`src/fed_pkg.sv`:
```
// ----------------------------------------------------------------------------
// fed_pkg
// Widths, constants and register map for the feedback echo delay line.
// ----------------------------------------------------------------------------
package fed_pkg;

    localparam int unsigned FED_STORE_DEPTH = 8192;

    // Payload and store widths
    localparam int CFG_W    = 14;
    localparam int SAMPLE_W = 10;
    localparam int ECHO_W   = 8;
    localparam int STORE_W  = 9;

    // Feedback gain: (old * 110) >> 8
    localparam int GAIN_W     = 7;
    localparam int GAIN_SHIFT = 8;
    localparam int PROD1_W    = STORE_W + GAIN_W;
    localparam int F_W        = PROD1_W - GAIN_SHIFT;

    // Division by 2.5: floor(2 * sum / 5), /5 as multiply by ceil(2^18 / 5)
    localparam int SUM_W       = SAMPLE_W + 1;
    localparam int X_W         = SUM_W + 1;
    localparam int RECIP_W     = 16;
    localparam int RECIP_SHIFT = 18;
    localparam int PROD2_W     = X_W + RECIP_W;
    localparam int QUOT_W      = PROD2_W - RECIP_SHIFT;

    localparam logic [CFG_W-1:0]   DELAY_RESET = 14'd8000;
    localparam logic [STORE_W-1:0] STORE_RESET = 9'd127;
    localparam logic [STORE_W-1:0] STORE_MAX   = 9'd511;
    localparam logic [GAIN_W-1:0]  FB_GAIN     = 7'd110;
    localparam logic [RECIP_W-1:0] RECIP_FIVE  = 16'd52429;

    // Shortest delay length that lets items overlap in the pipeline
    localparam int MIN_PIPE_LEN = 5;

    // Register port
    localparam int PADDR_W     = 3;
    localparam int PDATA_W     = 32;
    localparam int REG_IDX_LSB = 2;
    localparam logic REG_DELAY_LENGTH = 1'b0;

endpackage

```
`src/fed_cfg.sv`:
```
// ----------------------------------------------------------------------------
// fed_cfg
// Register port holding delay_length; derives the effective wrap length and
// whether items must run one at a time.
// ----------------------------------------------------------------------------
module fed_cfg import fed_pkg::*; #(
    parameter int unsigned STORE_DEPTH = FED_STORE_DEPTH,
    localparam int LEN_W = $clog2(STORE_DEPTH + 1)
) (
    input  logic               i_clk,
    input  logic               i_rst_n,
    input  logic               psel,
    input  logic               penable,
    input  logic               pwrite,
    input  logic [PADDR_W-1:0] paddr,
    input  logic [PDATA_W-1:0] pwdata,
    output logic [PDATA_W-1:0] prdata,
    output logic               pready,
    output logic [LEN_W-1:0]   o_eff_len,
    output logic               o_seq_mode
);

    localparam int CMP_W = (LEN_W > CFG_W) ? LEN_W : CFG_W;

    logic [CFG_W-1:0] r_delay_length;
    logic [CMP_W-1:0] len_ext;
    logic             sel_len;

    assign sel_len = (paddr[REG_IDX_LSB] == REG_DELAY_LENGTH);
    assign pready  = 1'b1;
    assign prdata  = sel_len ? PDATA_W'(r_delay_length) : '0;

    always_ff @(posedge i_clk) begin
        if (!i_rst_n) begin
            r_delay_length <= DELAY_RESET;
        end else if (psel && penable && pwrite && sel_len) begin
            r_delay_length <= pwdata[CFG_W-1:0];
        end
    end

    // zero acts as one, anything beyond the store saturates
    assign len_ext = CMP_W'(r_delay_length);

    always_comb begin
        if (r_delay_length == '0) begin
            o_eff_len = LEN_W'(1);
        end else if (len_ext > CMP_W'(STORE_DEPTH)) begin
            o_eff_len = LEN_W'(STORE_DEPTH);
        end else begin
            o_eff_len = len_ext[LEN_W-1:0];
        end
    end

    assign o_seq_mode = (CMP_W'(o_eff_len) < CMP_W'(MIN_PIPE_LEN));

endmodule

```
`config.mk`:
```
export PLATFORM = sky130hd
export DESIGN_NAME = fed_cfg
export DESIGN_NICKNAME = d
export VERILOG_FILES = /design/src/fed_pkg.sv /design/src/fed_cfg.sv
export SDC_FILE = /design/constraint.sdc
export NUM_CORES = 1
export LEC_CHECK = 0
export BUFFER_PORTS_ARGS = -buffer_cell sky130_fd_sc_hd__buf_4
export CAP_MARGIN = 40
export CELL_PAD_IN_SITES_DETAIL_PLACEMENT = 1
export CELL_PAD_IN_SITES_GLOBAL_PLACEMENT = 2
export CORE_ASPECT_RATIO = 0.75
export CORE_MARGIN = 2
export CORE_UTILIZATION = 19
export CTS_BUF_LIST = sky130_fd_sc_hd__clkbuf_16
export CTS_CLUSTER_DIAMETER = 150
export DETAILED_ROUTE_END_ITERATION = 8
export PLACE_DENSITY = 0.87
export SLEW_MARGIN = 10
export SYNTH_ARGS = -nofsm -noshare
export SYNTH_HDL_FRONTEND = slang
export SYNTH_SLANG_ARGS = --single-unit
```
`constraint.sdc`:
```
create_clock -name i_clk -period 2.3 [get_ports i_clk]
set_input_delay 0.23 -clock i_clk [delete_from_list [all_inputs] [get_ports i_clk]]
set_output_delay 0.23 -clock i_clk [all_outputs]
set_load 0.01 [all_outputs]
```
==> results.env, run 1 <==
FLOORPLAN.CORE_AREA_UM2=4872
SLOWEST_DELAY_NS=0.48
CRIT_CELLS=4
DIE_HEIGHT_UM=65.51
STARTING_UTILIZATION_OF_THE_CORE_AREA_PCT=19.67
POWER_DENSITY_nW_PER_UM2=517.5
R2R.WORST_PATH.CELLS=2
POSTLAYOUTCOREUTIL_PCT=27.43
POST_CTS_BUFFERS=0
FINAL-SETUP-VIOL-COUNT=0
FIRST_GLOBAL_VIAS=820
MIN_PERIOD_OVER_PERIOD_PCT=78.72
TIMING.FINAL.MAX_SLEW_VIOLATIONS=0
CTSHTREEMAXLEVEL=1
ANTENNA_FOUND_INITIAL=0
WORST_PATH_MAXIMUM_FANOUT=17
ROUTED_WIRELENGTH_MM=2.669
CORE.ROWCOUNT=22
AREAGROWTHSYNTHTOFINISH_PCT=39.43
SINKS_ON_CLOCK_NET=14
YOSYS.CELL_COUNT.TOP_TYPE='sky130_fd_sc_hd__nand2_1'
SYNTH.FF_LATCH_COUNT=14
FLOORPLAN.IO_PINS=88
MAXCLOCKFREQUENCY_MHz=552.4
SYN-INSTANCE-COUNT=121
SYNTHDOMINANTAREACELLTYPE='sky130_fd_sc_hd__dfxtp_1'
LAYOUT-DRIVE-GT1-SHARE_PCT=39.26
FIN_AREA_UM2=1336
POST_DRT_VIA_CELL_RATIO=3.753
WORST_PATH_DOMINANT_CELL_FAMILY='flip-flops'
MIN-DELAY-PATH-CLASS='input pin to flip-flop'
TRITONCTS='yes'
WORSTSETUPPATHTYPE='flip-flop to output port'
CRITICAL_PATH.ENDPOINT_TYPE='output port'
DRCVIOLATIONCOUNT=0
PLACED_AREA_UM2=1261
WORST_PATH_MAX_DELAY_CELL='sky130_fd_sc_hd__dfxtp_1'
TIMING.MAX_CAP.VIOLATIONS=0
GRT_FIRST_PASS_WIRELENGTH_MM=4.209
CTS_BUFFERS=3
ANTENNA_CELLS=0
HOLD-PATH-CELL-COUNT=3
UNREPAIRED_SETUP_ENDPOINTS_AFTER_GLOBAL_ROUTING='no'
NNETSFINAL=205
GRT_REMAINING_OVERFLOW=0
ACTUAL_SLEW_AT_THE_WORST_MAX_SLEW_PIN_NS=0.6261
BUFFER_PORTS.INSERTED=48
VDD.IR_DROP.WORST_mV=0.2010
SYNTHESIS.AREA_UM2=958.4
FINALCRITICALPERIOD_NS=1.810
YOSYS.CELL_TYPES.COUNT=23
LAUNCHING_ELEMENT_TYPE_OF_THE_CRITICAL_PATH='flip-flop'
WORST_EP_ARRIVAL_TIME_NS=1.58
SYNTH_TOP_CELL_AREA_SHARE_PCT=29.24
TIMING.FINAL.HOLD_VIOLATIONS=0
SYNTH.YOSYS.WARNINGS=0
FINAL.HOLD.WORST_SLACK_NS=0.1983
REQUIRED_WORST_ENDPOINT_NS=2.07
YS_TOP_CELLS_BY_COUNT='24 x sky130_fd_sc_hd__nand2_1, 20 x sky130_fd_sc_hd__buf_4, 14 x sky130_fd_sc_hd__dfxtp_1, 14 x sky130_fd_sc_hd__nor2b_1, 7 x sky130_fd_sc_hd__and2b_1'
YOSYS_MOST_USED_DFF='sky130_fd_sc_hd__dfxtp_1'
DR.PASS1.ITERS=4
CTSHOLDBUFFERS=0
DIE_AREA_UM2=5635
CP_NUM_BUF_INV=1
SLEW-LIMIT-HEADROOM_PCT=58.04
ANTENNA_VIOLATING_NETS_POST_ROUTE=0
POSTSYNTH.ASYNCRESETSHARE_PCT=0
NETLIST_TOP_CELLS_AREA='sky130_fd_sc_hd__dfxtp_1 29%, sky130_fd_sc_hd__buf_4 16%, sky130_fd_sc_hd__nand2_1 9.4%'
GLOBAL_ROUTE.USAGE.TOTAL_PCT=9.690
CLOCK-ROOT-BUFFER='sky130_fd_sc_hd__clkbuf_16'
DETAILROUTE.VIA_COUNT=837
MAX-CLOCK-PATH-BUFFERS=2
DIE_W_UM=86.01
SYNTH_SEQ_AREA_SHARE_PCT=29.24
WIRE_PER_INST_UM=11.97
TIMING.CRITICAL_PATH.CELLS='nor3_1 -> nand4_1 -> o32ai_2 -> buf_4'
POST_CTS_RESIZED=0
WORSTSKEWPAIRLATENCY_NS=0.24
SYNTH_EDF_COUNT=0
CLKTRANSATPATHREGS_NS=0.04
OUTCOME='completed'
POWER.LEAKAGE_uW=0.0006375
TOTALPOWERFINAL_uW=691.5
FIRST_ITER_VIOLATIONS=42
NUMBER_OF_FLIP_FLOPS_UNDER_THE_LARGEST_REGISTER_NAME=14
AVGSYNTHCELLAREA_UM2=7.921
FINALSETUPTNS_NS=0
DP_HPWL_MM=2.071
GPL.FINAL_WEIGHTED_CONGESTION=0.7264
FIN_WORST_SKEW_NS=0
GRT_MAX_DEGREE=18
==> layout by cell type, fill, tap and decap left out, drive strengths merged <==
| cell type | instances |
|---|---|
| buf | 48 |
| nand2 | 28 |
| conb | 19 |
| nor2b | 14 |
| dfxtp | 14 |
| and2b | 11 |
| a21boi | 8 |
| nand3 | 6 |
| nor2 | 4 |
| clkbuf | 3 |
| nor3 | 1 |
| nor4 | 1 |
| nand4 | 1 |
| inv | 1 |
| o32ai | 1 |
| o21a | 1 |
| and4b | 1 |
| nand4b | 1 |
==> through the flow <==
stage	std cells	setup slack, ns
2_1_floorplan	138	1.082
3_3_place_gp	220	0.7352
3_5_place_dp	220	0.7273
4_1_cts	223	0.4679
5_1_grt	223	0.3544
6_report	223	0.4896
==> final cells by class <==
type	count	area (µm²)
Tap cell	60	75.07
Sequential cell	14	280.3
Inverter	1	3.754
Clock buffer	3	75.07
Timing Repair Buffer	48	360.3
Multi-Input combinational cell	97	541.8
Fill cell	599	3536
==> worst paths after layout <==
check	startpoint	to	slack, ns
max	len_ext[13]$_SDFFE_PN0P_	o_eff_len[0]	0.49
min	pwdata[11]	len_ext[11]$_SDFFE_PN1P_	0.20
max reg2reg	len_ext[13]$_SDFFE_PN0P_	len_ext[13]$_SDFFE_PN0P_	1.30
min reg2reg	len_ext[0]$_SDFFE_PN0P_	len_ext[0]$_SDFFE_PN0P_	0.49
==> routing by layer <==
metal	wire length [µm]	part of all wire (%)	global-route usage (%)
met2	1218	46	15.12
met3	220	8.2	3.266
met5	0	0	0
met1	1215	46	12.40
met4	14	0.52	3.571
==> worst reg2reg max path, cell delays in order (launching register included) <==
cell and delay, ns:
sky130_fd_sc_hd__dfxtp_1 0.68, sky130_fd_sc_hd__nand2_1 0.08, sky130_fd_sc_hd__a21boi_0 0.16
==> power breakdown <==
group          switching, µW  total [µW]  internal [µW]
clock                   93.0         320            227
sequential              8.28         259            250
combinational           55.7         113           57.5
total                    157         691            535
==> cell families after synthesis <==
logic type	after synthesis	synth area share [%]
AO/OA/AOI/OAI	10	10.31
buffers and inverters	27	20.89
flip-flops	14	29.24
other	2	0.7836
AND/OR/NAND/NOR	68	38.77
No activity file was read; power rests on OpenSTA's default activity.
==> run 2: changes to the inputs <==
--- a/config.mk
+++ b/config.mk
@@ -11,11 +11,11 @@
 export CELL_PAD_IN_SITES_GLOBAL_PLACEMENT = 2
 export CORE_ASPECT_RATIO = 0.75
 export CORE_MARGIN = 2
-export CORE_UTILIZATION = 19
+export CORE_UTILIZATION = 16
 export CTS_BUF_LIST = sky130_fd_sc_hd__clkbuf_16
 export CTS_CLUSTER_DIAMETER = 150
 export DETAILED_ROUTE_END_ITERATION = 8
-export PLACE_DENSITY = 0.87
+export PLACE_DENSITY = 0.78
 export SLEW_MARGIN = 10
 export SYNTH_ARGS = -nofsm -noshare
 export SYNTH_HDL_FRONTEND = slang
==> constraint.sdc (replaced) <==
create_clock -name i_clk -period 1.6 [get_ports i_clk]
set_input_delay 0.16 -clock i_clk [delete_from_list [all_inputs] [get_ports i_clk]]
set_output_delay 0.16 -clock i_clk [all_outputs]
set_load 0.01 [all_outputs]
==> run 2 against run 1 <==
Net effect: sequential power increased by 43%; combinational power increased by 47%; clock-buffer cell count unchanged; sequential share of layout area decreased by 0.88 points; worst setup slack got worse by 0.48 ns; routed wire length decreased by 4.2%; power increased by 45%; hold slack got worse by 0.072 ns; largest power group unchanged.
==> results.env, run 2 (synthesized netlist as in run 1, its figures left out) <==
POWER.NET_SWITCHING_uW=229.2  # +46%
FRACTION_OF_POWER_CONSUMED_BY_COMBINATIONAL_CELLS_PCT=16.6  # +0.2 points
TIMING.CRITICAL_PATH.CELLS='nor4_4 -> nand4_1 -> o32ai_2 -> buf_4'
UNREPAIRED_SETUP_ENDPOINTS_AFTER_GLOBAL_ROUTING='yes'
WORST_PATH_MAXIMUM_FANOUT=4  # -13
TOTALPOWERFINAL_uW=1004  # +45%
SEQUENTIAL_SHARE_OF_POWER_PCT=37.0  # -0.4 points
CTSHTREEMAXLEVEL=1  # unchanged
HOLD-PATH-CELL-COUNT=3  # unchanged
OUTCOME='completed'
POSTLAYOUTCOREUTIL_PCT=24.18  # -3.2 points
FINAL_COMMON_CELL='sky130_fd_sc_hd__buf_4'
SINKS_ON_CLOCK_NET=14  # unchanged
MAXCLOCKFREQUENCY_MHz=630.1
POWER_DENSITY_nW_PER_UM2=716.3  # +38%
WORST_PATH_DOMINANT_CELL_FAMILY='simple AND/OR/NAND/NOR gates'
SETUP_SLACK_AFTER_PLACEMENT_NS=0.1883  # -0.5390 ns
CORE.ROWCOUNT=24  # +9.1%
WORST_PATH_MAX_DELAY_CELL='sky130_fd_sc_hd__dfxtp_1'
REG2REG_TO='len_ext[13]$_SDFFE_PN0P_'
POWER.LEAKAGE_uW=0.0006551  # +2.8%
POST_CTS_BUFFERS=0  # unchanged
POWER_REPORT.INTERNAL_TOTAL_uW=774.5  # +45%
FLOORPLAN.CORE_AREA_UM2=5796  # +19%
DR.PASS1.ITERS=3  # -1
SW_FRAC_OF_TOTAL_PCT=22.84  # +0.14 points
ANTENNA_FOUND_INITIAL=0  # unchanged
FIRST_GLOBAL_VIAS=802  # -2.2%
CLKTRANSATPATHREGS_NS=0.04  # about the same
CLOCK_POWER_SHARE_PCT=46.5  # +0.3 points
GPL.FINAL_WEIGHTED_CONGESTION=0.7091  # -2.4%
GRT_MAX_DEGREE=17  # -1
SLOWEST_DELAY_NS=0.35  # -0.13 ns
FIRST_ITER_VIOLATIONS=14  # -67%
CRIT_CELLS=4  # unchanged
FIN_WORST_SKEW_NS=0  # unchanged
LAYOUT_COMMON_CELLS='51 x sky130_fd_sc_hd__buf_4, 24 x sky130_fd_sc_hd__nand2_1, 19 x sky130_fd_sc_hd__conb_1, 14 x sky130_fd_sc_hd__nor2b_1, 13 x sky130_fd_sc_hd__dfxtp_1'
GRT_FIRST_PASS_WIRELENGTH_MM=4.098  # -2.6%
WIRE_PER_INST_UM=10.44  # -13%
POST_DRT_VIA_CELL_RATIO=3.433  # -8.5%
DP_HPWL_MM=2.067  # -0.18%
DIE_W_UM=93.37  # +8.6%
WORST_EP_ARRIVAL_TIME_NS=1.43  # -0.15 ns
REQUIRED_WORST_ENDPOINT_NS=1.44  # -0.63 ns
MAX-CLOCK-PATH-BUFFERS=2  # unchanged
GRT_REMAINING_OVERFLOW=0  # unchanged
WORSTSKEWPAIRLATENCY_NS=0.24  # about the same
ORIGIN_OF_THE_CRITICAL_FLOP_TO_FLOP_PATH='len_ext[13]$_SDFFE_PN0P_'
WORSTSETUPPATHTYPE='flip-flop to output port'
AREAGROWTHSYNTHTOFINISH_PCT=46.21
ANTENNA_VIOLATING_NETS_POST_ROUTE=0  # unchanged
LAYOUT-DRIVE-GT1-SHARE_PCT=41.32  # +2.1 points
TIMING.FINAL.MAX_SLEW_VIOLATIONS=0  # unchanged
WORST-R2R-SETUP-SLACK_NS=0.79  # -0.51 ns
FINAL.HOLD.WORST_SLACK_NS=0.1264  # -0.07185 ns
DIE_AREA_UM2=6632  # +18%
BUFFER_PORTS.INSERTED=48  # unchanged
R2R.WORST_PATH.CELLS=3  # +1
GLOBAL_ROUTE.USAGE.TOTAL_PCT=7.905  # -1.8 points
CRITICAL_PATH.ENDPOINT_TYPE='output port'
ROUTED_WIRELENGTH_MM=2.557  # -4.2%
VDD.IR_DROP.WORST_mV=0.2154  # +7.2%
DRCVIOLATIONCOUNT=0  # unchanged
TIMING.FINAL.HOLD_VIOLATIONS=0  # unchanged
FINALCRITICALPERIOD_NS=1.587
TRITONCTS='yes'
CTS_BUFFERS=3  # unchanged
HOLD_CRIT_ENDPOINT='len_ext[8]$_SDFFE_PN1P_'
DIE_HEIGHT_UM=71.03  # +8.4%
FLOORPLAN.IO_PINS=88  # unchanged
ANTENNA_CELLS=0  # unchanged
TIMING.MAX_CAP.VIOLATIONS=0  # unchanged
STARTING_UTILIZATION_OF_THE_CORE_AREA_PCT=16.54  # -3.1 points
HOLD_PATH_STARTPOINT='pwdata[8]'
FINALWORSTSETUPSLACK_NS=0.01295  # -0.4766 ns
MIN_PERIOD_OVER_PERIOD_PCT=99.19
NUMBER_OF_FLIP_FLOPS_UNDER_THE_LARGEST_REGISTER_NAME=14  # unchanged
LAUNCHING_ELEMENT_TYPE_OF_THE_CRITICAL_PATH='flip-flop'
DETAILROUTE.VIA_COUNT=841  # +0.48%
CP_NUM_BUF_INV=1  # unchanged
CLOCK-ROOT-BUFFER='sky130_fd_sc_hd__clkbuf_16'
FINAL-SETUP-VIOL-COUNT=0  # unchanged
NNETSFINAL=208  # +1.5%
MIN-DELAY-PATH-CLASS='input pin to flip-flop'
[run 2: changes by cell type in the layout (fill, tap and decap cells not counted)]
cell	delta
sky130_fd_sc_hd__buf_4	+3
sky130_fd_sc_hd__clkinv_1	+1
sky130_fd_sc_hd__dfxtp_1	-1
sky130_fd_sc_hd__dfxtp_2	+1
sky130_fd_sc_hd__nor4_1	-1
sky130_fd_sc_hd__nor4_4	+1
[run 2: stage by stage]
step / TNS, ns / instance area, µm² / std cells
global route: -0.1134 / 1401 / 245
floorplan: 0 / 1022 / 138
global placement: 0 / 1306 / 241
finish: 0 / 1401 / 245
detailed placement: 0 / 1306 / 241
CTS: 0 / 1401 / 245
[run 2: worst min-delay path: cells and delay by family]
| kind | cells | cell delay [ns] |
|---|---|---|
| buffers and inverters | 1 | 0.08 |
| and+or+nand+nor | 2 | 0.10 |
[run 2: power by group through the flow]
stage	clock network, µW	logic (µW)	registers (µW)
after floorplan	0	120	373
after CTS	476	168	371
after global routing	500	185	372
final	467	166	371
after detailed placement	0	168	376
after global placement	0	166	375
[run 2: timing repair]
action,CTS,global route
pin swaps,1,0
gates resized for setup,3,0
endpoints found under the setup margin,1,1
hold buffers,0,0
[run 2: per-layer routing]
metal	vias up	wire length (µm)	track usage, %
li1	435	-	-
met1	365	1127	10.17
met2	37	1070	11.03
met3	4	296	3.088
met4	0	63	4.902
met5	-	0	0
[run 2: worst max path at each step]
stage | startpoint | to | slack (ns)
finish | len_ext[8]$_SDFFE_PN1P_ | o_eff_len[0] | 0.01
global route | len_ext[7]$_SDFFE_PN0P_ | o_eff_len[0] | -0.11
CTS | len_ext[8]$_SDFFE_PN1P_ | o_eff_len[0] | 0.003
detailed placement | len_ext[7]$_SDFFE_PN0P_ | o_eff_len[0] | 0.19
global placement | len_ext[7]$_SDFFE_PN0P_ | o_eff_len[0] | 0.19
floorplan | len_ext[7]$_SDFFE_PN0P_ | o_eff_len[0] | 0.45
[run 2: final cells by class]
class,instances,area [µm²]
inverters,1,3.754
multi-input cells,97,556.8
flip-flops and latches,14,281.5
clock inverters,1,3.754
well taps,78,97.59
fillers,694,4394
clock buffers,3,75.07
repair buffers,51,382.9
==> run 3: changes to the inputs <==
--- a/config.mk
+++ b/config.mk
@@ -15,7 +15,7 @@
 export CTS_BUF_LIST = sky130_fd_sc_hd__clkbuf_16
 export CTS_CLUSTER_DIAMETER = 150
 export DETAILED_ROUTE_END_ITERATION = 8
-export PLACE_DENSITY = 0.78
+export PLACE_DENSITY_LB_ADDON = 0.2
 export SLEW_MARGIN = 10
 export SYNTH_ARGS = -nofsm -noshare
 export SYNTH_HDL_FRONTEND = slang
==> run 3 against run 2 <==
Net effect: the flow now finishes with violations (setup timing); register-to-register slack about the same; maximum frequency shrank 1.9%; via count increased by 5.7%; critical endpoint unchanged; hold slack worse by 0.0034 ns; routed wire length rose by 15%; clock skew stayed put.
==> results.env, run 3 (synthesized netlist as in run 1, its figures left out) <==
FINALCRITICALPERIOD_NS=1.617  # +0.03043 ns
GRT_MAX_DEGREE=17  # unchanged
REQUIRED_WORST_ENDPOINT_NS=1.44  # about the same
CORE.ROWCOUNT=24  # unchanged
WIRE_PER_INST_UM=12.00  # +15%
BUFFER_PORTS.INSERTED=48  # unchanged
DIE_AREA_UM2=6632  # unchanged
AREA_USED_BY_SEQUENTIAL_LOGIC_IN_THE_LAYOUT_UM2=282.8  # +0.44%
SLOWEST_DELAY_NS=0.34  # about the same
GLOBAL_ROUTE.USAGE.TOTAL_PCT=9.002  # +1.1 points
SINKS_ON_CLOCK_NET=14  # unchanged
CRITICAL_PATH.ENDPOINT_TYPE='output port'
POWER.LEAKAGE_uW=0.0006537  # -0.21%
CRITICAL_PATH.STARTPOINT='len_ext[10]$_SDFFE_PN1P_'
OUTCOME='finished, violations left'
SETUP_SLACK_AFTER_PLACEMENT_NS=0.1594  # -0.02889 ns
NUMBER_OF_FLIP_FLOPS_UNDER_THE_LARGEST_REGISTER_NAME=14  # unchanged
DR.PASS1.ITERS=4  # +1
FLOORPLAN.IO_PINS=88  # unchanged
CTSHTREEMAXLEVEL=1  # unchanged
FILLCELLCOUNT=708  # +2.0%
WORST_PATH_MAXIMUM_FANOUT=4  # unchanged
TIMING.MAX_CAP.VIOLATIONS=0  # unchanged
TIMING.FINAL.HOLD_VIOLATIONS=0  # unchanged
DIE_HEIGHT_UM=71.03  # unchanged
FINALWORSTSETUPSLACK_NS=-0.01748  # -0.03043 ns
TIMING.CRITICAL_PATH.CELLS='nor4_4 -> nand4_1 -> o32ai_2 -> buf_4'
FLOORPLAN.CORE_AREA_UM2=5796  # unchanged
ROUTED_WIRELENGTH_MM=2.940  # +15%
CLKTRANSATPATHREGS_NS=0.05  # about the same
CTS_BUFFERS=3  # unchanged
WORSTSKEWPAIRLATENCY_NS=0.24  # about the same
WORST-R2R-SETUP-SLACK_NS=0.78  # about the same
VDD.IR_DROP.WORST_mV=0.2720  # +26%
TRITONCTS='yes'
REG2REG_TO='len_ext[13]$_SDFFE_PN0P_'
DETAILROUTE.VIA_COUNT=889  # +5.7%
DIE_W_UM=93.37  # unchanged
FIRST_ITER_VIOLATIONS=12  # -2
DP_HPWL_MM=2.264  # +9.5%
DRCVIOLATIONCOUNT=0  # unchanged
MULTIINPUTGATEAREA_UM2=556.8  # unchanged
FINAL.HOLD.WORST_SLACK_NS=0.1230  # -0.003428 ns
FIN_AREA_UM2=1403  # about the same
FINAL_COMMON_CELL='sky130_fd_sc_hd__buf_4'
UNREPAIRED_SETUP_ENDPOINTS_AFTER_GLOBAL_ROUTING='yes'
STARTING_UTILIZATION_OF_THE_CORE_AREA_PCT=16.54  # unchanged
FIN_WORST_SKEW_NS=0  # unchanged
GRT_FIRST_PASS_WIRELENGTH_MM=4.595  # +12%
MIN_PERIOD_OVER_PERIOD_PCT=101.1  # +1.9 points
ANTENNA_CELLS=0  # unchanged
MIN-DELAY-PATH-CLASS='input pin to flip-flop'
POST_DRT_VIA_CELL_RATIO=3.629  # +5.7%
FIRST_GLOBAL_VIAS=873  # +8.9%
TIMING.FINAL.MAX_SLEW_VIOLATIONS=0  # unchanged
LAUNCHING_ELEMENT_TYPE_OF_THE_CRITICAL_PATH='flip-flop'
ORIGIN_OF_THE_CRITICAL_FLOP_TO_FLOP_PATH='len_ext[13]$_SDFFE_PN0P_'
VIOLATIONS='setup timing'
CTSHOLDBUFFERS=0  # unchanged
WORST_PATH_MAX_DELAY_CELL='sky130_fd_sc_hd__dfxtp_2'
GPL.FINAL_WEIGHTED_CONGESTION=0.6121  # -14%
AREAGROWTHSYNTHTOFINISH_PCT=46.35  # about the same
ANTENNA_VIOLATING_NETS_POST_ROUTE=0  # unchanged
MAX-CLOCK-PATH-BUFFERS=2  # unchanged
NNETSFINAL=208  # unchanged
R2R.WORST_PATH.CELLS=3  # unchanged
MAXCLOCKFREQUENCY_MHz=618.2  # -1.9%
GRT_REMAINING_OVERFLOW=0  # unchanged
CLOCK-ROOT-BUFFER='sky130_fd_sc_hd__clkbuf_16'
SETUP.WORST_PATH.END='o_eff_len[0]'
FINAL-SETUP-VIOL-COUNT=1  # +1
WORST_EP_ARRIVAL_TIME_NS=1.46  # +0.03 ns
POST_CTS_BUFFERS=0  # unchanged
ANTENNA_FOUND_INITIAL=0  # unchanged
WORSTSETUPPATHTYPE='flip-flop to output port'
LAYOUT-DRIVE-GT1-SHARE_PCT=41.92  # +0.60 points
LAYOUT_COMMON_CELLS='51 x sky130_fd_sc_hd__buf_4, 24 x sky130_fd_sc_hd__nand2_1, 19 x sky130_fd_sc_hd__conb_1, 14 x sky130_fd_sc_hd__nor2b_1, 12 x sky130_fd_sc_hd__dfxtp_1'
PLACED_AREA_UM2=1306  # unchanged
POWER_DENSITY_nW_PER_UM2=722.2  # +0.83%
==> run 3: cell counts in the layout (fill, tap and decap cells not counted) <==
Identical to the previous run, type by type.
==> run 3: repair_timing <==
action | 4_1_cts | 5_1_grt
endpoints found under the setup margin | 1 | 1
gates resized for setup | 4 | 0
pin swaps | 2 | 1
hold endpoints to repair | 0 | 0
==> run 3: per-stage QoR <==
step | std cells | setup TNS [ns] | utilization [%] | total power (µW)
global placement | 241 | 0 | 22.54 | 544.9
CTS | 245 | -0.008967 | 24.20 | 1027
detailed placement | 241 | 0 | 22.54 | 547.4
floorplan | 138 | 0 | - | 492.7
finish | 245 | -0.01748 | 24.20 | 1013
global route | 245 | -0.09711 | 24.20 | 1065
==> run 3: worst max-delay path, delay by kind of cell (launching register included) <==
family                 cells  cell delay [ns]
and+or+nand+nor            2             0.48
buffers and inverters      1             0.16
DFF                        1             0.34
AOI/OAI and AO/OA          1             0.24
==> run 3: worst min-delay path by stage <==
stage                     startpoint                       end  slack (ns)  cells past startpoint
after global routing      pwdata[10]  len_ext[10]$_SDFFE_PN1P_        0.13                      3
after detailed placement   pwdata[6]   len_ext[6]$_SDFFE_PN1P_        0.38                      3
after floorplan           pwdata[10]  len_ext[10]$_SDFFE_PN1P_        0.28                      2
final                      pwdata[6]   len_ext[6]$_SDFFE_PN1P_        0.12                      3
after global placement    pwdata[10]  len_ext[10]$_SDFFE_PN1P_        0.38                      3
after CTS                  pwdata[6]   len_ext[6]$_SDFFE_PN1P_        0.12                      3
==> run 3: layer usage <==
metal  track usage (%)  wire length [µm]
met5                 0                 0
met4             3.431                36
met3             2.449               182
met2             15.19              1461
met1             10.95              1260
==> run 3: cell type report <==
type | instances | share of cell area [%]
Inverter | 1 | 0.2676
Clock buffer | 3 | 5.352
Sequential cell | 14 | 20.16
Multi-Input combinational cell | 97 | 39.70
Timing Repair Buffer | 51 | 27.30
Clock inverter | 1 | 0.2676
Tap cell | 78 | 6.958
==> run 3: power by group <==
group | leakage, µW | internal [µW] | total (µW) | switching [µW]
combinational | 0.000502 | 85.2 | 170 | 84.8
clock | 0.0000385 | 330 | 472 | 142
sequential | 0.000113 | 360 | 371 | 11.0
total | 0.000654 | 775 | 1010 | 238
